==> config.mk <==
export PLATFORM = sky130hd
export DESIGN_NAME = euclidean_distance_accumulator_top
export DESIGN_NICKNAME = d
export VERILOG_FILES = /design/src/sv/eda_pkg.sv /design/src/sv/eda_accum.sv /design/src/sv/eda_sqrt_cell.sv /design/src/sv/euclidean_distance_accumulator_top.sv
export SDC_FILE = /design/constraint.sdc
export NUM_CORES = 2
export LEC_CHECK = 0
export BUFFER_PORTS_ARGS = -buffer_cell sky130_fd_sc_hd__buf_2
export CORE_MARGIN = 8
export CORE_UTILIZATION = 24
export DETAILED_ROUTE_END_ITERATION = 12
export GPL_TIMING_DRIVEN = 1
export PLACE_DENSITY_LB_ADDON = 0.3
export SLEW_MARGIN = 25
export SYNTH_ARGS = -nofsm -noshare
export SYNTH_HDL_FRONTEND = slang
export SYNTH_SLANG_ARGS = --single-unit
==> constraint.sdc <==
create_clock -name clk -period 64.4 [get_ports clk]
set_input_delay 6.44 -clock clk [delete_from_list [all_inputs] [get_ports clk]]
set_output_delay 6.44 -clock clk [all_outputs]
set_load 0.01 [all_outputs]
==> src/sv/eda_pkg.sv <==
package eda_pkg;

  localparam int FEAT_W = 16;
  localparam int DIFF_W = FEAT_W + 1;
  localparam int MAG_W  = FEAT_W;
  localparam int SQ_W   = 2 * MAG_W;
  localparam int SUM_W  = 39;
  localparam int RAD_W  = SUM_W + 1;
  localparam int ROOT_W = RAD_W / 2;
  localparam int REM_W  = ROOT_W + 1;
  localparam int DIST_W = 20;

  localparam logic [SUM_W-1:0]  SUM_MAX  = '1;
  localparam logic [DIST_W-1:0] DIST_SAT = 20'h80000;

  // One word travelling down the square-root chain
  typedef struct packed {
    logic              valid;
    logic              sat;
    logic [REM_W-1:0]  rem;
    logic [ROOT_W-1:0] root;
    logic [RAD_W-1:0]  rad;
  } root_word_t;

endpackage

==> src/sv/eda_accum.sv <==
module eda_accum #(
  parameter int MAX_FEATURES = 64
) (
  input  logic                               clk,
  input  logic                               rst_n,
  input  logic                               en,
  input  logic                               in_valid,
  input  logic signed [eda_pkg::FEAT_W-1:0]  feature_a,
  input  logic signed [eda_pkg::FEAT_W-1:0]  feature_b,
  input  logic                               last_feature,
  output eda_pkg::root_word_t                word_out
);

  localparam int CNT_W = $clog2(MAX_FEATURES + 1);

  logic [CNT_W-1:0]              count_r;
  logic [CNT_W-1:0]              count_nxt;
  logic                          keep;
  logic signed [eda_pkg::DIFF_W-1:0] diff;
  logic [eda_pkg::DIFF_W-1:0]    diff_abs;
  logic [eda_pkg::MAG_W-1:0]     mag;
  logic [eda_pkg::SQ_W-1:0]      sq;

  logic                          s1_valid_r;
  logic                          s1_last_r;
  logic                          s1_keep_r;
  logic [eda_pkg::SQ_W-1:0]      s1_sq_r;

  logic [eda_pkg::SUM_W-1:0]     sum_r;
  logic                          ovf_r;
  logic [eda_pkg::RAD_W-1:0]     sum_add;
  logic [eda_pkg::SUM_W-1:0]     sum_nxt;
  logic                          ovf_nxt;
  eda_pkg::root_word_t           word_r;

  assign keep = count_r < CNT_W'(MAX_FEATURES);

  always_comb begin
    diff     = eda_pkg::DIFF_W'(feature_a) - eda_pkg::DIFF_W'(feature_b);
    diff_abs = diff[eda_pkg::DIFF_W-1] ? -diff : diff;
    mag      = diff_abs[eda_pkg::MAG_W-1:0];
    sq       = mag * mag;
  end

  always_comb begin
    count_nxt = count_r;
    if (in_valid) begin
      if (last_feature) begin
        count_nxt = '0;
      end else if (keep) begin
        count_nxt = count_r + CNT_W'(1);
      end
    end
  end

  always_ff @(posedge clk) begin
    if (!rst_n) begin
      count_r    <= '0;
      s1_valid_r <= 1'b0;
    end else if (en) begin
      count_r    <= count_nxt;
      s1_valid_r <= in_valid;
    end
  end

  always_ff @(posedge clk) begin
    if (en) begin
      s1_last_r <= last_feature;
      s1_keep_r <= keep;
      s1_sq_r   <= sq;
    end
  end

  // Add with clamp; a pair past the limit is dropped and flags the sum
  always_comb begin
    sum_add = {1'b0, sum_r} + eda_pkg::RAD_W'(s1_sq_r);
    sum_nxt = sum_r;
    ovf_nxt = ovf_r;
    if (!s1_keep_r) begin
      ovf_nxt = 1'b1;
    end else if (sum_add[eda_pkg::RAD_W-1]) begin
      sum_nxt = eda_pkg::SUM_MAX;
      ovf_nxt = 1'b1;
    end else begin
      sum_nxt = sum_add[eda_pkg::SUM_W-1:0];
    end
  end

  always_ff @(posedge clk) begin
    if (!rst_n) begin
      sum_r <= '0;
      ovf_r <= 1'b0;
    end else if (en && s1_valid_r) begin
      if (s1_last_r) begin
        sum_r <= '0;
        ovf_r <= 1'b0;
      end else begin
        sum_r <= sum_nxt;
        ovf_r <= ovf_nxt;
      end
    end
  end

  always_ff @(posedge clk) begin
    if (!rst_n) begin
      word_r.valid <= 1'b0;
    end else if (en) begin
      word_r.valid <= s1_valid_r & s1_last_r;
    end
  end

  always_ff @(posedge clk) begin
    if (en) begin
      word_r.sat  <= ovf_nxt;
      word_r.rem  <= '0;
      word_r.root <= '0;
      word_r.rad  <= {1'b0, sum_nxt};
    end
  end

  assign word_out = word_r;

`ifndef SYNTHESIS
  a_clear_after_last: assert property (@(posedge clk) disable iff (!rst_n)
    en && s1_valid_r && s1_last_r |=> sum_r == '0 && !ovf_r)
    else $error("sum not cleared after last pair");
  a_count_bound: assert property (@(posedge clk) disable iff (!rst_n)
    count_r <= CNT_W'(MAX_FEATURES))
    else $error("feature count past limit");
`endif

endmodule

==> src/sv/eda_sqrt_cell.sv <==
module eda_sqrt_cell (
  input  logic                clk,
  input  logic                rst_n,
  input  logic                en,
  input  eda_pkg::root_word_t word_in,
  output eda_pkg::root_word_t word_out
);

  logic [eda_pkg::REM_W+1:0] rem_sh;
  logic [eda_pkg::REM_W+1:0] trial;
  logic [eda_pkg::REM_W+1:0] diff;
  eda_pkg::root_word_t       word_nxt;
  eda_pkg::root_word_t       word_r;

  // One root bit: bring down two radicand bits, try (4*root + 1)
  always_comb begin
    rem_sh   = {word_in.rem, word_in.rad[eda_pkg::RAD_W-1 -: 2]};
    trial    = {1'b0, word_in.root, 2'b01};
    diff     = rem_sh - trial;
    word_nxt = word_in;
    word_nxt.rad = {word_in.rad[eda_pkg::RAD_W-3:0], 2'b00};
    if (rem_sh >= trial) begin
      word_nxt.rem  = diff[eda_pkg::REM_W-1:0];
      word_nxt.root = {word_in.root[eda_pkg::ROOT_W-2:0], 1'b1};
    end else begin
      word_nxt.rem  = rem_sh[eda_pkg::REM_W-1:0];
      word_nxt.root = {word_in.root[eda_pkg::ROOT_W-2:0], 1'b0};
    end
  end

  always_ff @(posedge clk) begin
    if (!rst_n) begin
      word_r.valid <= 1'b0;
    end else if (en) begin
      word_r.valid <= word_nxt.valid;
    end
  end

  always_ff @(posedge clk) begin
    if (en) begin
      word_r.sat  <= word_nxt.sat;
      word_r.rem  <= word_nxt.rem;
      word_r.root <= word_nxt.root;
      word_r.rad  <= word_nxt.rad;
    end
  end

  assign word_out = word_r;

`ifndef SYNTHESIS
  a_rem_bound: assert property (@(posedge clk) disable iff (!rst_n)
    en && word_in.valid |=> word_out.rem <= {word_out.root, 1'b0})
    else $error("square-root remainder above twice the root");
`endif

endmodule

==> src/sv/euclidean_distance_accumulator_top.sv <==
// Euclidean distance accumulator. Feed one feature pair (signed Q8.8) per word and mark
// the final pair with in_last_feature; the block sums the squared differences and
// returns floor(sqrt(sum)) as an unsigned Q12.8 distance on the result channel. Only
// marked words give a result. Pairs beyond MAX_FEATURES are dropped, and any such
// pair, or a clamped sum, sets out_saturated and forces out_distance to 524288.
// A pair is taken every cycle while in_ready is high. After the last pair is taken, the
// distance passes through the squaring stage, which the pair lands in at its accepting
// edge, then one accumulate stage, a chain of 20 root cells that each settle one bit of
// the root, and the output register. The input stalls only when the last root cell
// holds a distance while the output register is still full.
module euclidean_distance_accumulator_top #(
  parameter int MAX_FEATURES = 64
) (
  input  logic                               clk,
  input  logic                               rst_n,
  input  logic                               in_valid,
  output logic                               in_ready,
  input  logic signed [eda_pkg::FEAT_W-1:0]  in_feature_a,
  input  logic signed [eda_pkg::FEAT_W-1:0]  in_feature_b,
  input  logic                               in_last_feature,
  output logic                               out_valid,
  input  logic                               out_ready,
  output logic [eda_pkg::DIST_W-1:0]         out_distance,
  output logic                               out_saturated
);

  eda_pkg::root_word_t         chain [0:eda_pkg::ROOT_W];
  eda_pkg::root_word_t         tail;
  logic                        en;
  logic                        out_valid_r;
  logic [eda_pkg::DIST_W-1:0]  distance_r;
  logic [eda_pkg::DIST_W-1:0]  distance_nxt;
  logic                        saturated_r;

  assign tail     = chain[eda_pkg::ROOT_W];
  assign en       = !tail.valid || !out_valid_r || out_ready;
  assign in_ready = en;

  eda_accum #(
    .MAX_FEATURES (MAX_FEATURES)
  ) u_accum (
    .clk          (clk),
    .rst_n        (rst_n),
    .en           (en),
    .in_valid     (in_valid),
    .feature_a    (in_feature_a),
    .feature_b    (in_feature_b),
    .last_feature (in_last_feature),
    .word_out     (chain[0])
  );

  for (genvar i = 0; i < eda_pkg::ROOT_W; i++) begin : g_cell
    eda_sqrt_cell u_cell (
      .clk      (clk),
      .rst_n    (rst_n),
      .en       (en),
      .word_in  (chain[i]),
      .word_out (chain[i+1])
    );
  end

  always_comb begin
    if (tail.sat || tail.root > eda_pkg::DIST_SAT) begin
      distance_nxt = eda_pkg::DIST_SAT;
    end else begin
      distance_nxt = tail.root;
    end
  end

  always_ff @(posedge clk) begin
    if (!rst_n) begin
      out_valid_r <= 1'b0;
    end else if (tail.valid && en) begin
      out_valid_r <= 1'b1;
    end else if (out_ready) begin
      out_valid_r <= 1'b0;
    end
  end

  always_ff @(posedge clk) begin
    if (tail.valid && en) begin
      distance_r  <= distance_nxt;
      saturated_r <= tail.sat;
    end
  end

  assign out_valid     = out_valid_r;
  assign out_distance  = distance_r;
  assign out_saturated = saturated_r;

`ifndef SYNTHESIS
  a_sat_distance: assert property (@(posedge clk) disable iff (!rst_n)
    out_valid && out_saturated |-> out_distance == eda_pkg::DIST_SAT)
    else $error("saturated word without full-scale distance");
  a_distance_range: assert property (@(posedge clk) disable iff (!rst_n)
    out_valid |-> out_distance <= eda_pkg::DIST_SAT)
    else $error("distance above full scale");
  a_stall_cause: assert property (@(posedge clk) disable iff (!rst_n)
    !in_ready |-> tail.valid && out_valid_r && !out_ready)
    else $error("input stalled without a blocked distance");
`endif

endmodule

== Word level (Yosys, flattened, before mapping) ==
Index checks and enable logic that the tools add are counted.
Operators by class
  bitwise gates (word level): 1
  multiplexer cells: 31
  multipliers: 1
  add/sub/neg operators: 23
  reduce and logical (&&, ||, !) cells: 10
  magnitude comparators: 22
Operator list (number)
  41-bit 2-to-1 mux: 18
  23-bit by 22-bit greater-or-equal comparator with 1-bit output: 19
  21-bit subtractor: 18
  39-bit 2-to-1 mux: 3
  39-bit by 32-bit adder with 40-bit output: 1
  16-bit by 16-bit multiplier with 32-bit output: 1
  21-bit 2-to-1 mux: 1
  20-bit greater-than comparator (second input constant): 1
  16-bit by 16-bit subtractor with 17-bit output: 1
  16-bit 2-to-1 mux: 1
  16-bit negator: 1
  7-bit 2-to-1 mux: 2
  7-bit by 1-bit adder with 7-bit output (second input constant): 1
  7-bit less-than comparator (second input constant): 1
  1-bit 2-to-1 mux: 6
  2-bit nonzero test: 2
  1-bit logical OR: 3
  3-bit AND reduction: 1
  1-bit logical AND: 2
  1-bit logical NOT: 2
  1-bit by 1-bit subtractor with 2-bit output (second input constant): 1
  1-bit bitwise AND: 1
  1-bit greater-or-equal comparator (second input constant): 1
Storage, ports and cells
  bits in registers: 1345
  bits of input ports: 37
  word-level logic and storage cells: 200
  output and inout bits: 23

== Logic depth before layout (Yosys ltp) ==
  depth after elaboration: 5
  mapped depth: 38
  gate-level depth less buffers: 37

== By module ==
A second synthesis with hierarchy kept.
Second synthesis, totals
  cell total of the unflattened synthesis: 7398
  area total of the unflattened synthesis: 94589.5 µm²
By module, submodules not included
  eda_sqrt_cell (g_cell[0].u_cell ...): cells an instance 284, instances 19, area each 3933.8 µm², sequential area each 2422.3 µm²
  eda_accum: cells an instance 1631, instances 1, area each 14880.5 µm², sequential area each 3173.0 µm²
  eda_sqrt_cell (g_cell[9].u_cell): cells an instance 322, instances 1, area each 4149.0 µm², sequential area each 2422.3 µm²
  euclidean_distance_accumulator_top: cells an instance 49, instances 1, area each 818.3 µm², sequential area each 650.6 µm²

== Worst setup path before layout ==
Ideal clock, no wire load.
  path kind: input port to output port
  start: input out_ready
  end: output in_ready
  required time: 57960 ps
  stages: 5
  setup slack: 22591 ps
  arrival time: 35369 ps
  buffers on the path: 2
  cell sequence: nor2b_1 and2_1 clkbuf_1 inv_1 clkbuf_1
Between the ends
  longest elaborated chain between the ends: 1
RTL lines
  start: declaration: line euclidean_distance_accumulator_top.sv:22  | input logic out_ready,
  1-bit logical OR: line euclidean_distance_accumulator_top.sv:36  | assign en = !tail.valid || !out_valid_r || out_ready;
  end: declaration: line euclidean_distance_accumulator_top.sv:17  | output logic in_ready,
Every way passes these cells.

== Worst setup path in the final report ==
  start: input in_feature_a[0] in the netlist's numbering
  end: register u_accum.s1_sq_r[30] in the netlist's numbering, data pin
Between the ends
  longest elaborated chain between the ends: 4
RTL lines
  start: declaration: line euclidean_distance_accumulator_top.sv:18  | input logic signed [eda_pkg::FEAT_W-1:0] in_feature_a,
  16-bit by 16-bit subtractor with 17-bit output (*): line eda_accum.sv:39  | diff = eda_pkg::DIFF_W'(feature_a) - eda_pkg::DIFF_W'(feature_b);
  16-bit negator: line eda_accum.sv:40  | diff_abs = diff[eda_pkg::DIFF_W-1] ? -diff : diff;
  16-bit 2-to-1 mux (*): line eda_accum.sv:40
  16-bit by 16-bit multiplier with 32-bit output (*): line eda_accum.sv:42  | sq = mag * mag;
  net u_accum.sq (one bit): line eda_accum.sv:22  | logic [eda_pkg::SQ_W-1:0] sq;
  end signal: assignment: line eda_accum.sv:70  | s1_sq_r <= sq;
  end: declaration: line eda_accum.sv:27  | logic [eda_pkg::SQ_W-1:0] s1_sq_r;
Mark *: on every way through the listed nets, which the timed path passes. The rest lies on a longest branch.
A chain may end at the register's enable or synchronous reset.

==> impl_metrics.ini <==
[critical_path]
timing.rr.end = u_accum.word_out[35]
worst-path-max-fanout = 13
r2r_setup_slack_ns = 59.88
reg2reg_from = u_accum.s1_sq_r[2]
worst_ep_arrival_time_ns = 16.27
worstSetupPathType = input port to flop
slowest_delay_ns = 0.63
end_kind = flop
r2r_cells = 10
startpoint = in_feature_a[0]
worst_path_max_delay_cell = clkinv_1
worstPathRequired_ns = 64.87
start_kind = input port

[grt]
grt_pass1_wl_microns = 186800
track_usage = 0.08496
grt_start_max_net_pins = 182
grt_pass1_vias = 37110
antenna_found_initial = 5
grt-ovfl-total = 0

[drt]
highest_layer = met5
wl_microns = 115900
ant_nets = 0
drt-met1-wl_microns = 47920
viasPerCell = 4.222
wl_met2_microns = 59090
vias = 36030
first_iter_violations = 1775
drcViolationCount = 0
met3_length_microns = 3696
dr.pass1.iters = 5
wl_per_cell_microns = 13.59

[job]
drv_cap = 0

[synthesis]
syn-instance-count = 4978
synthDistinctLibCells = 86
syn-cell-area_sq_um = 59800
syn_nets = 5558
seq_area_frac_synth = 0.5613
async_flop_share = 0
synth_ff_type = edfxtp_1
synth-edff-count = 1071
avgSynthCellArea_sq_um = 12.01
ys_ff_latch = 1141
yosysWarningCount = 0

[sta]
layout_min_cycle_time_ns = 15.81
final_hold_viol_count = 0
final_max_slew_viol_count = 0
post-route-period-util = 0.2454
rsz0062_at_grt = false
fin_tns_setup_ns = 0
clock_skew_ns = 0.03833
worst_pin_slew_ns = 1.117
fmax_mhz = 63.27
setup_slack_ns = 48.59
finalSetupViolations = 0
slew_headroom = 0.2526
hold-worst-slack_ns = 0.3869

[cells_and_area]
final_nets = 5676
drive_gt1_frac = 0.06519
syn_to_final_growth_pct = 13.90
fin_area_sq_um = 68110
fillers = 25550

[clock_tree]
clk_pin_slew_ns = 0.06
post_cts_buffers = 0
postCtsResizedCells = 0
cts_tree = done
clock_path_buffers = 3
clkSinkCount = 1141
hold_buffers = 0
clockRootBuffer = clkbuf_16
worstSkewPairLatency_ns = 0.75
cts_inserted_buffers = 120
htreeDepth = 3

[floorplan]
die_y_microns = 515.2
die_w_microns = 515.2
rows = 183
start_util = 0.2409
core_sq_um = 248200
die_area_sq_um = 265400
ios = 60

[placed_design]
port-buffer-count = 59
hpwl_microns = 84630
dpl_worst_slack_ns = 47.77
routabilityCongestion = 0.8248
place_area_sq_um = 64290

[run_status]
status = complete, no violations

[worst_hold_path]
hold_start = g_cell[4].u_cell.word_out[34]
hold_path_class = flop to flop
hold_depth = 0
hold_end = g_cell[5].u_cell.word_out[36]
## metal layers
| metal | global-route usage | vias to the layer above |
|---|---|---|
| li1 | - | 17990 |
| met1 | 0.09350 | 17250 |
| met2 | 0.1583 | 523 |
| met3 | 0.01414 | 266 |
| met4 | 0.04052 | 2 |
| met5 | 0 | - |
## worst max-delay path by stage
| stage | endpoint | depth (start not counted) | slack (ns) |
|---|---|---|---|
| floorplan | in_ready | 5 | 22.59 |
| global placement | u_accum.s1_sq_r[30] | 37 | 48.02 |
| detailed placement | u_accum.s1_sq_r[30] | 37 | 47.77 |
| CTS | u_accum.s1_sq_r[30] | 37 | 48.58 |
| global route | u_accum.s1_sq_r[30] | 37 | 48.01 |
| finish | u_accum.s1_sq_r[30] | 37 | 48.59 |
## stage by stage
stage / std cells / util
final: 8534 / 0.2744
after CTS: 8530 / 0.2744
after global routing: 8531 / 0.2744
after global placement: 8302 / 0.2588
after floorplan: 4978 / -
after detailed placement: 8304 / 0.2590
## layout by cell type, fill, tap and decap left out, drive strengths merged, types with 12 or more instances in the layout
cell type,synthesis,routed
xnor2,205,205
clkbuf,90,154
edfxtp,1071,1071
o21ai,217,217
nand2,341,341
or2,29,29
nand3,70,70
inv,597,601
mux2,25,25
ha,378,378
o2111ai,12,12
nand3b,15,15
a21o,89,89
and3,26,26
a31oi,43,43
a22o,25,25
nand4,41,41
nand2b,62,62
fa,165,165
nor3,92,92
nor2b,44,44
a211oi,27,27
or4,15,15
o21a,75,75
nor2,374,374
o31ai,37,37
o21bai,24,24
and2,36,36
dfxtp,70,70
xor2,138,138
a21oi,254,254
or3,39,39
buf,7,93
a21boi,42,42
clkinv,5,61
nor4,53,53
## synth_stat cells, types with 26 or more instances
cell / instances / area share
a211oi_1: 27 / 0.0034
a21boi_0: 42 / 0.0053
a21o_1: 89 / 0.011
a21oi_1: 254 / 0.021
a31oi_1: 43 / 0.0045
and2_1: 35 / 0.0037
and3_1: 26 / 0.0027
clkbuf_1: 90 / 0.0056
dfxtp_1: 70 / 0.023
edfxtp_1: 1071 / 0.54
fa_1: 165 / 0.055
ha_1: 378 / 0.079
inv_1: 597 / 0.037
nand2_1: 341 / 0.021
nand2b_1: 62 / 0.0065
nand3_1: 70 / 0.0059
nand4_1: 41 / 0.0043
nor2_1: 373 / 0.023
nor2b_1: 44 / 0.0046
nor3_1: 92 / 0.0077
nor4_1: 53 / 0.0055
o21a_1: 75 / 0.0094
o21ai_0: 217 / 0.018
o31ai_1: 36 / 0.0045
or2_2: 29 / 0.0030
or3_1: 39 / 0.0041
xnor2_1: 204 / 0.030
xor2_1: 138 / 0.020
## layout make-up
| cell class | instances | area (sq um) | area share |
|---|---|---|---|
| sequential | 1141 | 33560 | 0.4927 |
| multi-input combinational | 3138 | 23660 | 0.3473 |
| tap | 3330 | 4167 | 0.06117 |
| clock buffer | 154 | 3141 | 0.04611 |
| inverter | 602 | 2267 | 0.03329 |
| clock inverter | 72 | 664.4 | 0.009754 |
| timing repair buffer | 93 | 644.4 | 0.009460 |
| antenna | 4 | 10.01 | 0.0001470 |
## registers in the layout (all words and copies together) (netlist names)
register,cells
out_saturated,1
u_accum.count_r,7
u_accum.s1_last_r,1
u_accum.s1_valid_r,1
u_accum.sum_r,39
u_accum.s1_keep_r,1
g_cell.u_cell.word_out,997
u_accum.ovf_r,1
u_accum.word_out,41
u_accum.s1_sq_r,31
out_valid,1
out_distance,20
## logic make-up (layout without fill, tap and decap cells)
kind of cell,count (synthesis),in the layout,share of synthesized area
buffers and inverters,699,921,0.04396
AO/OA/AOI/OAI,944,944,0.1016
flip-flops,1141,1141,0.5613
XOR/XNOR,344,344,0.05074
multiplexers,33,33,0.006047
AND/OR/NAND/NOR,1273,1273,0.1020
adder cells (fa/ha/maj),543,543,0.1343
other,1,5,0.00006271
## critical path: cells and delay by family
family          cells  cell delay, ns
fa+ha+maj           9            4.06
xor+xnor            1            0.62
simple gates        8            1.57
buf+inv             9            1.11
compound gates     10            2.44
Power is left out: the tool's default activity adds up to more than one toggle a clock period on the data nets, which glitch-free logic cannot reach.
